<file path="src/rtl/tkd_pkg.sv">
// ----------------------------------------------------------------------------
// tkd_pkg
// Shared types, constants and the page character table of the touch
// keyboard decoder.
// ----------------------------------------------------------------------------
package tkd_pkg;

	// text store depth default
	localparam int TKD_TEXT_DEPTH = 64;

	// field widths
	localparam int COORD_W = 9;
	localparam int KEY_W   = 5;
	localparam int PAGE_W  = 3;
	localparam int CHAR_W  = 7;
	localparam int POS_W   = 6;
	localparam int LEN_W   = 7;
	localparam int CFG_IDX_W = 3;

	// key geometry
	localparam logic [COORD_W-1:0] KEY_WIDTH = COORD_W'(30);
	localparam int MAX_COL = 4;
	localparam int MAX_KEY = 20;

	// special keys
	localparam logic [KEY_W-1:0] KEY_NONE   = KEY_W'(0);
	localparam logic [KEY_W-1:0] KEY_PAGE   = KEY_W'(15);
	localparam logic [KEY_W-1:0] KEY_TYPE   = KEY_W'(16);
	localparam logic [KEY_W-1:0] KEY_DELETE = KEY_W'(17);

	localparam logic [CHAR_W-1:0] UNKNOWN_CHAR = CHAR_W'("?");

	// keyboard pages
	localparam logic [PAGE_W-1:0] PAGE_1 = PAGE_W'(1);
	localparam logic [PAGE_W-1:0] PAGE_2 = PAGE_W'(2);
	localparam logic [PAGE_W-1:0] PAGE_3 = PAGE_W'(3);
	localparam logic [PAGE_W-1:0] PAGE_4 = PAGE_W'(4);
	localparam logic [PAGE_W-1:0] PAGE_5 = PAGE_W'(5);
	localparam logic [PAGE_W-1:0] PAGE_6 = PAGE_W'(6);

	// configuration register indexes
	localparam logic [CFG_IDX_W-1:0] CFG_KEY_AREA_LEFT    = CFG_IDX_W'(0);
	localparam logic [CFG_IDX_W-1:0] CFG_KEY_AREA_RIGHT   = CFG_IDX_W'(1);
	localparam logic [CFG_IDX_W-1:0] CFG_ROW_ONE_BOTTOM   = CFG_IDX_W'(2);
	localparam logic [CFG_IDX_W-1:0] CFG_ROW_TWO_BOTTOM   = CFG_IDX_W'(3);
	localparam logic [CFG_IDX_W-1:0] CFG_ROW_THREE_BOTTOM = CFG_IDX_W'(4);
	localparam logic [CFG_IDX_W-1:0] CFG_ROW_FOUR_BOTTOM  = CFG_IDX_W'(5);

	// event codes
	typedef enum logic [2:0] {
		EV_NONE   = 3'd0,
		EV_CHAR   = 3'd1,
		EV_DELETE = 3'd2,
		EV_PAGE   = 3'd3,
		EV_FULL   = 3'd4,
		EV_EMPTY  = 3'd5
	} event_t;

	// configuration register set
	typedef struct packed {
		logic [COORD_W-1:0] key_area_left;
		logic [COORD_W-1:0] key_area_right;
		logic [COORD_W-1:0] row_one_bottom;
		logic [COORD_W-1:0] row_two_bottom;
		logic [COORD_W-1:0] row_three_bottom;
		logic [COORD_W-1:0] row_four_bottom;
	} tkd_cfg_t;

	// one result item
	typedef struct packed {
		event_t             event_kind;
		logic [CHAR_W-1:0]  char_code;
		logic [POS_W-1:0]   write_position;
		logic [LEN_W-1:0]   text_length;
		logic [PAGE_W-1:0]  page_now;
	} tkd_result_t;

	// page table, one 21-char row per page, key index 0 leftmost
	localparam int ROW_CHARS = MAX_KEY + 1;
	localparam int ROW_BITS  = ROW_CHARS * 8;
	localparam logic [ROW_BITS-1:0] PAGE_ROW0 = "                     ";
	localparam logic [ROW_BITS-1:0] PAGE_ROW1 = " ERTIOASDGHCBNM>^#  ~";
	localparam logic [ROW_BITS-1:0] PAGE_ROW2 = " QWYUPFJKL  ZXV<^#  ~";
	localparam logic [ROW_BITS-1:0] PAGE_ROW3 = " + ()-/'#@*%!;:>^#,.~";
	localparam logic [ROW_BITS-1:0] PAGE_ROW4 = " ^&[]_ \"{}~ ?<><^#,.~";
	localparam logic [ROW_BITS-1:0] PAGE_ROW5 = " +123-/456*%789>^#0.=";
	localparam logic [ROW_BITS-1:0] PAGE_ROW6 = " ^123e 456  789<^#0.=";

	// char typed by a key on a page; unused pages type a space
	function automatic logic [CHAR_W-1:0] page_char(input logic [PAGE_W-1:0] page,
			input logic [KEY_W-1:0] key);
		logic [ROW_BITS-1:0] row;
		logic [7:0]          c;
		case (page)
			PAGE_1: row = PAGE_ROW1;
			PAGE_2: row = PAGE_ROW2;
			PAGE_3: row = PAGE_ROW3;
			PAGE_4: row = PAGE_ROW4;
			PAGE_5: row = PAGE_ROW5;
			PAGE_6: row = PAGE_ROW6;
			default: row = PAGE_ROW0;
		endcase
		if (int'(key) > MAX_KEY) c = 8'h20;
		else c = row[8*(MAX_KEY - int'(key)) +: 8];
		return c[CHAR_W-1:0];
	endfunction

endpackage

</file>
<file path="src/rtl/tkd_cfg_regs.sv">
// ----------------------------------------------------------------------------
// tkd_cfg_regs
// Key area and row boundary registers, written through the plain write port.
// ----------------------------------------------------------------------------
module tkd_cfg_regs import tkd_pkg::*; (
	input  logic                 clk,
	input  logic                 arst_n,
	input  logic                 wr_en,
	input  logic [CFG_IDX_W-1:0] wr_index,
	input  logic [COORD_W-1:0]   wr_data,
	output tkd_cfg_t             cfg
);

	tkd_cfg_t cfg_q;

	// register writes, unknown indexes are dropped
	always_ff @(posedge clk or negedge arst_n) begin
		if (!arst_n) begin
			cfg_q.key_area_left    <= COORD_W'(40);
			cfg_q.key_area_right   <= COORD_W'(170);
			cfg_q.row_one_bottom   <= COORD_W'(165);
			cfg_q.row_two_bottom   <= COORD_W'(200);
			cfg_q.row_three_bottom <= COORD_W'(235);
			cfg_q.row_four_bottom  <= COORD_W'(280);
		end else if (wr_en) begin
			case (wr_index)
				CFG_KEY_AREA_LEFT:    cfg_q.key_area_left    <= wr_data;
				CFG_KEY_AREA_RIGHT:   cfg_q.key_area_right   <= wr_data;
				CFG_ROW_ONE_BOTTOM:   cfg_q.row_one_bottom   <= wr_data;
				CFG_ROW_TWO_BOTTOM:   cfg_q.row_two_bottom   <= wr_data;
				CFG_ROW_THREE_BOTTOM: cfg_q.row_three_bottom <= wr_data;
				CFG_ROW_FOUR_BOTTOM:  cfg_q.row_four_bottom  <= wr_data;
				default: ;
			endcase
		end
	end

	assign cfg = cfg_q;

endmodule

</file>
<file path="src/rtl/tkd_key_pick.sv">
// ----------------------------------------------------------------------------
// tkd_key_pick
// Maps a touch point to a key index: five columns from the left edge of the
// key area, four rows by y, key zero below the last row.
// ----------------------------------------------------------------------------
module tkd_key_pick import tkd_pkg::*; (
	input  tkd_cfg_t           cfg,
	input  logic [COORD_W-1:0] x_pos,
	input  logic [COORD_W-1:0] y_pos,
	output logic [KEY_W-1:0]   key
);

	logic [COORD_W-1:0] cx;
	logic [COORD_W-1:0] dx;
	logic [2:0]         col;
	logic [1:0]         row;
	logic               below;

	// clamp x into the key area
	always_comb begin
		cx = x_pos;
		if (cx < cfg.key_area_left) cx = cfg.key_area_left;
		if (cx > cfg.key_area_right) cx = cfg.key_area_right;
	end

	// column by threshold compare, capped at the last column
	always_comb begin
		dx  = cx - cfg.key_area_left;
		col = 3'd0;
		if (cx >= cfg.key_area_left) begin
			if (dx >= COORD_W'(MAX_COL) * KEY_WIDTH) col = 3'(MAX_COL);
			else if (dx >= COORD_W'(3) * KEY_WIDTH) col = 3'd3;
			else if (dx >= COORD_W'(2) * KEY_WIDTH) col = 3'd2;
			else if (dx >= KEY_WIDTH) col = 3'd1;
		end
	end

	// first row whose bottom holds y
	always_comb begin
		below = 1'b0;
		row   = 2'd0;
		if (y_pos <= cfg.row_one_bottom) row = 2'd0;
		else if (y_pos <= cfg.row_two_bottom) row = 2'd1;
		else if (y_pos <= cfg.row_three_bottom) row = 2'd2;
		else if (y_pos <= cfg.row_four_bottom) row = 2'd3;
		else below = 1'b1;
	end

	assign key = below ? KEY_NONE
		: ({3'b000, row} * KEY_W'(5) + {2'b00, col} + KEY_W'(1));

endmodule

</file>
<file path="src/rtl/tkd_keystroke.sv">
// ----------------------------------------------------------------------------
// tkd_keystroke
// Holds finger, page and cursor state and turns a key press into one result:
// page switching, delete, typing with page fallback.
// ----------------------------------------------------------------------------
module tkd_keystroke import tkd_pkg::*; #(
	parameter int TEXT_DEPTH = TKD_TEXT_DEPTH
) (
	input  logic             clk,
	input  logic             arst_n,
	input  logic             step,
	input  logic             contact,
	input  logic [KEY_W-1:0] key,
	output tkd_result_t      result
);

	localparam int CUR_W = $clog2(TEXT_DEPTH + 1);
	localparam int EXT_W = (CUR_W > LEN_W) ? CUR_W : LEN_W;
	localparam logic [CUR_W-1:0] DEPTH_C = CUR_W'(TEXT_DEPTH);

	logic               finger_q;
	logic [PAGE_W-1:0]  page_q;
	logic [CUR_W-1:0]   cursor_q;

	logic               finger_d;
	logic [PAGE_W-1:0]  page_d;
	logic [CUR_W-1:0]   cursor_d;
	logic [CUR_W-1:0]   pos;
	logic [CHAR_W-1:0]  ch;
	logic [CHAR_W-1:0]  typed;
	event_t             ev;
	logic [EXT_W-1:0]   pos_ext;
	logic [EXT_W-1:0]   len_ext;

	// next state and event for the current report
	always_comb begin
		finger_d = finger_q;
		page_d   = page_q;
		cursor_d = cursor_q;
		ev       = EV_NONE;
		ch       = '0;
		pos      = '0;
		typed    = (key == KEY_NONE) ? UNKNOWN_CHAR : page_char(page_q, key);
		if (!finger_q && contact) begin
			finger_d = 1'b1;
			if (key == KEY_TYPE) begin
				ev = EV_PAGE;
				case (page_q)
					PAGE_1, PAGE_2: page_d = PAGE_3;
					PAGE_3, PAGE_4: page_d = PAGE_5;
					PAGE_5, PAGE_6: page_d = PAGE_1;
					default: page_d = page_q;
				endcase
			end else if (key == KEY_PAGE) begin
				ev = EV_PAGE;
				case (page_q)
					PAGE_1: page_d = PAGE_2;
					PAGE_2: page_d = PAGE_1;
					PAGE_3: page_d = PAGE_4;
					PAGE_4: page_d = PAGE_3;
					PAGE_5: page_d = PAGE_6;
					PAGE_6: page_d = PAGE_5;
					default: page_d = page_q;
				endcase
			end else if (key == KEY_DELETE) begin
				if (cursor_q == '0) begin
					ev = EV_EMPTY;
				end else begin
					ev       = EV_DELETE;
					cursor_d = cursor_q - CUR_W'(1);
					pos      = cursor_q - CUR_W'(1);
				end
			end else begin
				// typing, text full leaves the cursor alone
				if (cursor_q >= DEPTH_C) begin
					ev = EV_FULL;
				end else begin
					ev       = EV_CHAR;
					ch       = typed;
					pos      = cursor_q;
					cursor_d = cursor_q + CUR_W'(1);
				end
				// pages fall back after a keystroke
				if (key != KEY_NONE) begin
					case (page_q)
						PAGE_2: page_d = PAGE_1;
						PAGE_6: page_d = PAGE_5;
						PAGE_3, PAGE_4: page_d = PAGE_1;
						default: page_d = page_q;
					endcase
				end
			end
		end else if (finger_q && !contact) begin
			finger_d = 1'b0;
		end
	end

	// state registers
	always_ff @(posedge clk or negedge arst_n) begin
		if (!arst_n) begin
			finger_q <= 1'b0;
			page_q   <= PAGE_1;
			cursor_q <= '0;
		end else if (step) begin
			finger_q <= finger_d;
			page_q   <= page_d;
			cursor_q <= cursor_d;
		end
	end

	// result fields, cut to the port widths
	assign pos_ext = EXT_W'(pos);
	assign len_ext = EXT_W'(cursor_d);

	assign result.event_kind     = ev;
	assign result.char_code      = ch;
	assign result.write_position = pos_ext[POS_W-1:0];
	assign result.text_length    = len_ext[LEN_W-1:0];
	assign result.page_now       = page_d;

endmodule

</file>
<file path="src/rtl/touch_keyboard_decoder.sv">
// latency: an accepted report passes the input stage and then the result register before its result shows on the output
// throughput: one report per cycle while m_axis_tready holds, set by the single input and result stage
// the input stage takes a new report while a result waits on the output
// reset: finger up, page 1, empty text, key area and rows at their defaults
// ----------------------------------------------------------------------------
// touch_keyboard_decoder
// Turns touch reports into keystrokes on a six-page on-screen keyboard and
// keeps a text cursor; one result per report.
// ----------------------------------------------------------------------------
module touch_keyboard_decoder import tkd_pkg::*; #(
	parameter int TEXT_DEPTH = TKD_TEXT_DEPTH
) (
	input  logic                 clk,
	input  logic                 arst_n,
	// configuration write port
	input  logic                 cfg_wr_en,
	input  logic [CFG_IDX_W-1:0] cfg_index,
	input  logic [COORD_W-1:0]   cfg_wr_data,
	// touch reports
	input  logic                 s_axis_tvalid,
	output logic                 s_axis_tready,
	input  logic [23:0]          s_axis_tdata,  // x_pos[8:0], y_pos[17:9], zero
	input  logic                 s_axis_tuser,  // contact[0]
	// keystroke results
	output logic                 m_axis_tvalid,
	input  logic                 m_axis_tready,
	output logic [23:0]          m_axis_tdata,  // char_code[6:0], write_position[12:7],
	                                            // text_length[19:13], page_now[22:20], zero
	output logic [2:0]           m_axis_tuser   // event_kind[2:0]
);

	tkd_cfg_t           cfg;
	logic               valid_s1;
	logic               contact_s1;
	logic [COORD_W-1:0] x_s1;
	logic [COORD_W-1:0] y_s1;
	logic [KEY_W-1:0]   key;
	logic               advance;
	tkd_result_t        result;
	tkd_result_t        result_q;
	logic               out_valid_q;

	tkd_cfg_regs u_cfg (
		.clk      (clk),
		.arst_n   (arst_n),
		.wr_en    (cfg_wr_en),
		.wr_index (cfg_index),
		.wr_data  (cfg_wr_data),
		.cfg      (cfg)
	);

	// handshake: stage 1 moves on when the result register is free
	assign advance       = valid_s1 && (!out_valid_q || m_axis_tready);
	assign s_axis_tready = !valid_s1 || advance;

	// input stage
	always_ff @(posedge clk or negedge arst_n) begin
		if (!arst_n) begin
			valid_s1 <= 1'b0;
		end else if (s_axis_tready) begin
			valid_s1 <= s_axis_tvalid;
		end
	end

	always_ff @(posedge clk) begin
		if (s_axis_tready && s_axis_tvalid) begin
			contact_s1 <= s_axis_tuser;
			x_s1       <= s_axis_tdata[COORD_W-1:0];
			y_s1       <= s_axis_tdata[2*COORD_W-1:COORD_W];
		end
	end

	tkd_key_pick u_key_pick (
		.cfg   (cfg),
		.x_pos (x_s1),
		.y_pos (y_s1),
		.key   (key)
	);

	tkd_keystroke #(
		.TEXT_DEPTH (TEXT_DEPTH)
	) u_keystroke (
		.clk     (clk),
		.arst_n  (arst_n),
		.step    (advance),
		.contact (contact_s1),
		.key     (key),
		.result  (result)
	);

	// result register
	always_ff @(posedge clk or negedge arst_n) begin
		if (!arst_n) begin
			out_valid_q <= 1'b0;
		end else if (advance) begin
			out_valid_q <= 1'b1;
		end else if (m_axis_tready) begin
			out_valid_q <= 1'b0;
		end
	end

	always_ff @(posedge clk) begin
		if (advance) begin
			result_q <= result;
		end
	end

	// output packing
	assign m_axis_tvalid = out_valid_q;
	assign m_axis_tuser  = result_q.event_kind;
	assign m_axis_tdata  = {1'b0, result_q.page_now, result_q.text_length,
		result_q.write_position, result_q.char_code};

endmodule
</file>
<file path="config.mk">
export PLATFORM = sky130hd
export DESIGN_NAME = touch_keyboard_decoder
export DESIGN_NICKNAME = d
export VERILOG_FILES = /design/src/rtl/tkd_pkg.sv /design/src/rtl/tkd_cfg_regs.sv /design/src/rtl/tkd_key_pick.sv /design/src/rtl/tkd_keystroke.sv /design/src/rtl/touch_keyboard_decoder.sv
export SDC_FILE = /design/constraint.sdc
export NUM_CORES = 1
export LEC_CHECK = 0
export ABC_AREA = 1
export BUFFER_PORTS_ARGS = -buffer_cell sky130_fd_sc_hd__buf_4
export CAP_MARGIN = 20
export CORE_AREA = 3 3 150 152
export DETAILED_ROUTE_END_ITERATION = 12
export DIE_AREA = 0 0 153 155
export SLEW_MARGIN = 5
export SYNTH_ARGS = -nofsm -noshare
export SYNTH_HDL_FRONTEND = slang
export SYNTH_SLANG_ARGS = --single-unit
export TNS_END_PERCENT = 20
</file>
<file path="constraint.sdc">
create_clock -name clk -period 8.63 [get_ports clk]
set_input_delay 0 -clock clk [delete_from_list [all_inputs] [get_ports clk]]
set_output_delay 0 -clock clk [all_outputs]
set_load 0.02 [all_outputs]
</file>
==> summary.md, run 1 <==
| Metric | Value |
|---|---|
| Startpoint of the worst-slack reg-to-reg timing path | u_cfg.cfg[46]$_DFFE_PN0P_ |
| Maximum number of pins on one net before global-route repair | 68 |
| Leading cell types in the layout, fill and taps excluded | nand2_1, inv_1, o21ai_0 |
| Clock transition at the register clock pins on the worst setup and hold paths after CTS | 70 ps |
| DRC violations left | 0 |
| Count of buffers inserted at the top-level ports | 63 |
| Share of layout cells above drive strength 1 | 16.5% |
| Hold EP | u_cfg.cfg[28]$_DFFE_PN0P_ |
| Largest driver fanout on the critical path | 14 |
| Slack of the critical path | 705 ps |
| Dominant cell type by area after synthesis | edfxtp_1 |
| R2R setup slack | 700 ps |
| Diodes inserted | 0 |
| Antenna-violating nets left | 0 |
| Fmax | 126 MHz |
| Worst path slowest cell | fa_1 |
| Worst EP arrival | between 8000 and 9000 ps |
| Floorplan core area | 0.0212 sq mm |
| Floorplan die area | 0.0237 sq mm |
| Async set-or-reset flop fraction in the synthesized netlist | 59.8% |
| Post-synthesis instance area | 0.00843 sq mm |
| Setup TNS | 0 ps |
| Number of storage elements in the synthesis netlist | roughly 110 |
| Yosys warnings | 0 |
| Maxcap violations | 0 |
| Number of nets produced by synthesis | 1227 |
| Most repeated library cell on the critical path | nand2_1 |
| Final HPWL DP | ~16000 um |
| Most Crowded Layer GR | met2 |
| Final critical-path share of the clock period | 91.8% |
| Clock insertion delay at the later pin of the skew report | 360 ps |
| Via count of the first global-routing pass | 7161 |
| Worst hold start | cfg_wr_data[1] |
| Synth area leaders | edfxtp_1, dfrtp_1, nand2_1 |
| Final weighted congestion of routability-driven global placement | 0.935 |
| Num ports | 71 |
| Root buf cell | clkbuf_16 |
| EDFF count, synth | 45 |
| Total length of routed wires | between 20000 and 25000 um |
| Clock sink count | 112 |
| TritonCTS Buffers | 9 |
| Distinct cell type count of the synthesized netlist | 59 |
| Most common cell after layout, fill and taps aside | nand2_1 |
| Post-Place Setup Slack | 183 ps |
| GR met1 Demand/Resource | between 20 and 25% |
| Transition at the pin with the smallest max-transition slack | 908 ps |
| Global-route total usage across every layer | approximately 18% |
| GR Layer Usage met2 | 28.3% |
| Antenna violations before repair | 0 |
| Count of standard-cell rows | 53 |
| Primary flip-flop cell chosen by synthesis mapping | edfxtp_1 |
| Via density | between 5 and 6 |
| Crit path launch type | flop |
| Average footprint of a synthesized cell | about 7.6 sq um |
| TritonCTS clock tree | done |
| Setup CP Type | flop to flop |
| Proportion of netlist area held by the largest area contributor | 16.0% |
| Nature of the critical path endpoint | flop |
| Sequential share of the synthesized area | 36.3% |
| Post-layout minimum cycle time | 7930 ps |
| Worst Hold Class | input port to flop |
| Worst slew margin relative to its limit | approximately two fifths |
| Cells after synthesis | between 1000 and 1500 |
| Count of filler cells inserted in the layout | 2125 |
| Router iterations before antenna repair | 6 |
| Total count of hold-check failures in the final report | 0 |
| Crit path required time | a little under 9000 ps |
| Largest stage delay, worst path | roughly 440 ps |
| Deepest level of the CTS H-tree | 3 |
| Global Route met3 Usage | under 10% |
| Initial Utilization | 39.8% |
| Layout Area Growth over Synthesis | 16.4% |
| Worst setup path start | u_cfg.cfg[46]$_DFFE_PN0P_ |
| Clock tree skew after final layout | 12.3 ps |
| R2R Path End | m_axis_tdata[2]$_SDFFCE_PP0P_ |
| RSZ-0062 raised after global routing | no |
| Number of max-slew violations in the final report | 0 |
| Number of cells traversed by the worst register-to-register path | 49 |
| Count of vias placed by the detailed router | roughly 7500 |
| Iteration-0 DRC Markers | 565 |
| Buffer depth of the longest clock path | 2 |
| Number of instances on the worst hold path | 3 |
| Setup violations, final | 0 |
| Y dimension of the die | 155 um |
| Final nets | 1311 |
| Run status | completed |
| X dimension of the die | 153 um |
| Wire length of the first global-routing pass | approximately 35000 um |
| Remaining global-route overflow | 0 |
| Routed length per placed instance | 14.1 um |
kinds of logic after synthesis:
logic type,Yosys count,synth area share [%]
mux,1,0.119
fa+ha+maj,78,11.8
flops,112,36.3
buf+inv,200,9.63
xor+xnor,17,1.99
other cells,1,0.0445
simple gates,483,26.0
compound gates,215,14.2
worst max path at each step:
stage	to	slack, ps	cells after the start
floorplan	m_axis_tdata[0]$_SDFFCE_PP0P_	380	47
global placement	m_axis_tdata[5]$_SDFFCE_PP0P_	290	45
detailed placement	m_axis_tdata[5]$_SDFFCE_PP0P_	180	44
CTS	m_axis_tdata[3]$_SDFFCE_PP0P_	130	46
global route	m_axis_tdata[2]$_SDFFCE_PP0P_	20	55
finish	m_axis_tdata[2]$_SDFFCE_PP0P_	700	49
state kept, by name, indices dropped and copies added, names as in the netlist:
signal                flops
contact_s1                1
m_axis_tdata             23
m_axis_tuser              3
m_axis_tvalid             1
u_cfg.cfg                54
u_keystroke.cursor_q      7
u_keystroke.finger_q      1
u_keystroke.page_q        3
valid_s1                  1
x_s1                      9
y_s1                      9
per-layer routing:
| layer | up-vias | wire [um] |
|---|---|---|
| met5 | - | 0 |
| met4 | 0 | 427 |
| met3 | 25 | 876 |
| met2 | 187 | 9370 |
| met1 | 3514 | 10100 |
| li1 | 3802 | - |
critical path: cells and delay by family, from the launching register on:
kind                     cells  cell delay (ps)
XOR/XNOR                     1              260
AO/OA/AOI/OAI               19             2730
AND/OR/NAND/NOR             16             1370
adder cells (fa/ha/maj)      6             1960
buffers and inverters        7             1020
flip-flops                   1              390
what timing repair did:
item,4_1_cts,5_1_grt
hold buffers,23,0
endpoints found under the setup margin,0,36
gates resized for setup,0,22
setup buffers,0,8
endpoints found under the hold margin,65,0
through the flow:
stage / instance area, sq um / hold WS (ps) / utilization (%) / std cells
after floorplan: 8430 / -296 / - / 1107
after global placement: 9160 / 177 / 43.3 / 1424
after detailed placement: 9160 / 179 / 43.3 / 1424
after CTS: 9680 / 8.19 / 45.8 / 1463
after global routing: 9810 / 26.6 / 46.4 / 1471
final: 9810 / 11.2 / 46.4 / 1471
cell usage after synthesis, types with 6 or more instances:
master,n
a21oi_1,58
a21oi_2,6
clkbuf_1,20
dfrtp_1,44
dfstp_2,23
edfxtp_1,45
ha_1,76
inv_1,152
inv_2,10
nand2_1,281
nand2_2,12
nand2_4,7
nand3_1,67
nor2_1,68
nor2_4,8
nor3_1,14
o211ai_1,10
o21ai_0,98
o21ai_1,19
xor2_1,11
cell type report:
| cell class | instances | area (sq um) | area share [%] |
|---|---|---|---|
| inverters | 167 | 639 | 6.52 |
| well taps | 275 | 344 | 3.51 |
| flip-flops and latches | 112 | 3060 | 31.2 |
| clock buffers | 10 | 229 | 2.33 |
| multi-input cells | 795 | 4620 | 47.1 |
| repair buffers | 106 | 861 | 8.77 |
| clock inverters | 6 | 62.6 | 0.638 |
Power of run 1 is not shown: default switching activity piles up to over one toggle a cycle in this logic, so the estimate is an artifact.
==> run 2, diff against run 1 <==
--- a/config.mk
+++ b/config.mk
@@ -6,7 +6,7 @@
 export NUM_CORES = 1
 export LEC_CHECK = 0
 export ABC_AREA = 1
-export BUFFER_PORTS_ARGS = -buffer_cell sky130_fd_sc_hd__buf_4
+export BUFFER_PORTS_ARGS = -buffer_cell sky130_fd_sc_hd__buf_2
 export CAP_MARGIN = 20
 export CORE_AREA = 3 3 150 152
 export DETAILED_ROUTE_END_ITERATION = 12
==> run 2 against run 1 <==
Net effect:
- maximum frequency shrank 0.11%
- sequential cell count is the same
- clock skew shrank 1.9 ps
- critical path type unchanged
- critical endpoint unchanged
- highest routed layer unchanged
==> summary.md, run 2 (synthesized netlist as in run 1, its figures left out) <==
| Metric | Value |
|---|---|
| Run status | completed (unchanged) |
| Deepest level of the CTS H-tree | 3 (unchanged) |
| Antenna-violating nets left | 0 (unchanged) |
| Worst setup path start | u_cfg.cfg[46]$_DFFE_PN0P_ (unchanged) |
| Final HPWL DP | 15500 um (was 15600 um) |
| Total length of routed wires | 20500 um (was 20700 um) |
| Floorplan die area | 0.0237 sq mm (unchanged) |
| Leading cell types in the layout, fill and taps excluded | nand2_1, inv_1, o21ai_0 (unchanged) |
| DRC violations left | 0 (unchanged) |
| TritonCTS clock tree | done (unchanged) |
| Via count of the first global-routing pass | 7070 (was 7161) |
| Startpoint of the worst-slack reg-to-reg timing path | u_cfg.cfg[46]$_DFFE_PN0P_ (unchanged) |
| Nature of the critical path endpoint | flop (unchanged) |
| Wire length of the first global-routing pass | 34600 um (was 34700 um) |
| Most repeated library cell on the critical path | nand2_1 (unchanged) |
| Setup violations, final | 0 (unchanged) |
| Largest stage delay, worst path | 440 ps (about the same) |
| Bufs and invs on worst path | 7 (unchanged) |
| Post-layout minimum cycle time | 7930 ps (about the same) |
| Antenna violations before repair | 0 (unchanged) |
| R2R Path End | m_axis_tdata[2]$_SDFFCE_PP0P_ (unchanged) |
| Global-route total usage across every layer | 17.5% (about the same) |
| Iteration-0 DRC Markers | 506 (was 565) |
| Count of buffers inserted at the top-level ports | 63 (unchanged) |
| Initial Utilization | 39.8% (unchanged) |
| Post-Place Setup Slack | 213 ps (was 183 ps) |
| Total count of hold-check failures in the final report | 0 (unchanged) |
| Clock transition at the register clock pins on the worst setup and hold paths after CTS | 80 ps (was 70 ps) |
| Final nets | 1312 (was 1311) |
| Slack of the critical path | 696 ps (was 705 ps) |
| Floorplan core area | 0.0212 sq mm (unchanged) |
| Count of standard-cell rows | 53 (unchanged) |
| Maximum number of pins on one net before global-route repair | 68 (unchanged) |
| Routed length per placed instance | 13.9 um (was 14.1 um) |
| Clock tree skew after final layout | 10.4 ps (was 12.3 ps) |
| Worst EP arrival | 8150 ps (was 8140 ps) |
| Hold EP | u_cfg.cfg[46]$_DFFE_PN0P_ (was u_cfg.cfg[28]$_DFFE_PN0P_) |
| Worst hold start | cfg_wr_data[1] (unchanged) |
| Setup CP Type | flop to flop (unchanged) |
| Via density | 5.05 (was 5.12) |
| Num ports | 71 (unchanged) |
| Transition at the pin with the smallest max-transition slack | 947 ps (was 908 ps) |
| Number of flip-flops under the largest register name | 54 (unchanged) |
| Critical path's top delay family | compound AO/OA/AOI/OAI gates (unchanged) |
| Share of layout cells above drive strength 1 | 16.6% (was 16.5%) |
| Router iterations before antenna repair | 5 (was 6) |
| Post-route core utilization | 45.7% (was 46.4%) |
| Largest driver fanout on the critical path | 18 (was 14) |
| Fmax | 126 MHz (about the same) |
| TritonCTS Buffers | 9 (unchanged) |
| Clock sink count | 112 (unchanged) |
| Layout Area Growth over Synthesis | 14.8% (was 16.4%) |
| Root buf cell | clkbuf_16 (unchanged) |
| R2R setup slack | 700 ps (about the same) |
| Worst Hold Class | input port to flop (unchanged) |
| Remaining global-route overflow | 0 (unchanged) |
| Maxcap violations | 0 (unchanged) |
| Worst path slowest cell | fa_1 (unchanged) |
| Worst slew margin relative to its limit | 36.8% (was 39.4%) |
| Clock insertion delay at the later pin of the skew report | 360 ps (about the same) |
| Buffer depth of the longest clock path | 2 (unchanged) |
| Number of instances on the worst hold path | 3 (unchanged) |
| Setup TNS | 0 ps (unchanged) |
| X dimension of the die | 153 um (unchanged) |
| Final weighted congestion of routability-driven global placement | 0.958 (was 0.935) |
| Count of vias placed by the detailed router | 7430 (was 7528) |
| Diodes inserted | 0 (unchanged) |
| Most common cell after layout, fill and taps aside | nand2_1 (unchanged) |
| Number of max-slew violations in the final report | 0 (unchanged) |
| Number of cells traversed by the worst register-to-register path | 48 (was 49) |
| Y dimension of the die | 155 um (unchanged) |
| Crit path launch type | flop (unchanged) |
| Crit path required time | 8850 ps (was 8840 ps) |
| Final critical-path share of the clock period | 91.9% (was 91.8%) |
[run 2: cell count changes in the layout (fill, tap and decap cells not counted), sizes merged]
cell | before | now
dlygate4sd3 | 23 | 24
[run 2: metrics by stage]
stage	area, sq um	cells	hold WS [ps]
global placement	9010	1425	177
global route	9680	1472	23.2
detailed placement	9010	1425	178
floorplan	8430	1107	-296
CTS	9550	1465	6.03
finish	9680	1472	11.4
[run 2: area by class of cell]
type	instances	area, sq um
Multi-Input combinational cell	795	4620
Clock inverter	6	60.1
Clock buffer	10	239
Inverter	167	639
Timing Repair Buffer	107	713
Sequential cell	112	3060
Tap cell	275	344
Fill cell	2124	11500
[run 2: layer usage]
metal	part of all wire [%]	routed length, um	global-route usage, %
met3	4.7	968	2.28
met5	0	0	0
met4	1.7	345	4.71
met1	49	9980	24.5
met2	45	9200	28.7
[run 2: worst min-delay path: cells and delay by family]
family / cells / cell delay, ps
AO/OA/AOI/OAI: 1 / 160
buffers and inverters: 2 / 170
[run 2: worst max-delay path by stage]
stage,slack [ps],endpoint,cells past startpoint
after detailed placement,210,m_axis_tdata[4]$_SDFFCE_PP0P_,44
after global placement,330,m_axis_tdata[0]$_SDFFCE_PP0P_,47
after global routing,-50,m_axis_tdata[2]$_SDFFCE_PP0P_,49
final,700,m_axis_tdata[2]$_SDFFCE_PP0P_,48
after CTS,170,m_axis_tdata[4]$_SDFFCE_PP0P_,43
after floorplan,380,m_axis_tdata[0]$_SDFFCE_PP0P_,47
[run 2: what timing repair did]
action,CTS,global route
hold buffers,24,0
setup endpoints to repair,0,36
hold endpoints to repair,65,0
buffers inserted,0,7
resized for setup,0,22
Power of run 2 is left out for the same reason.
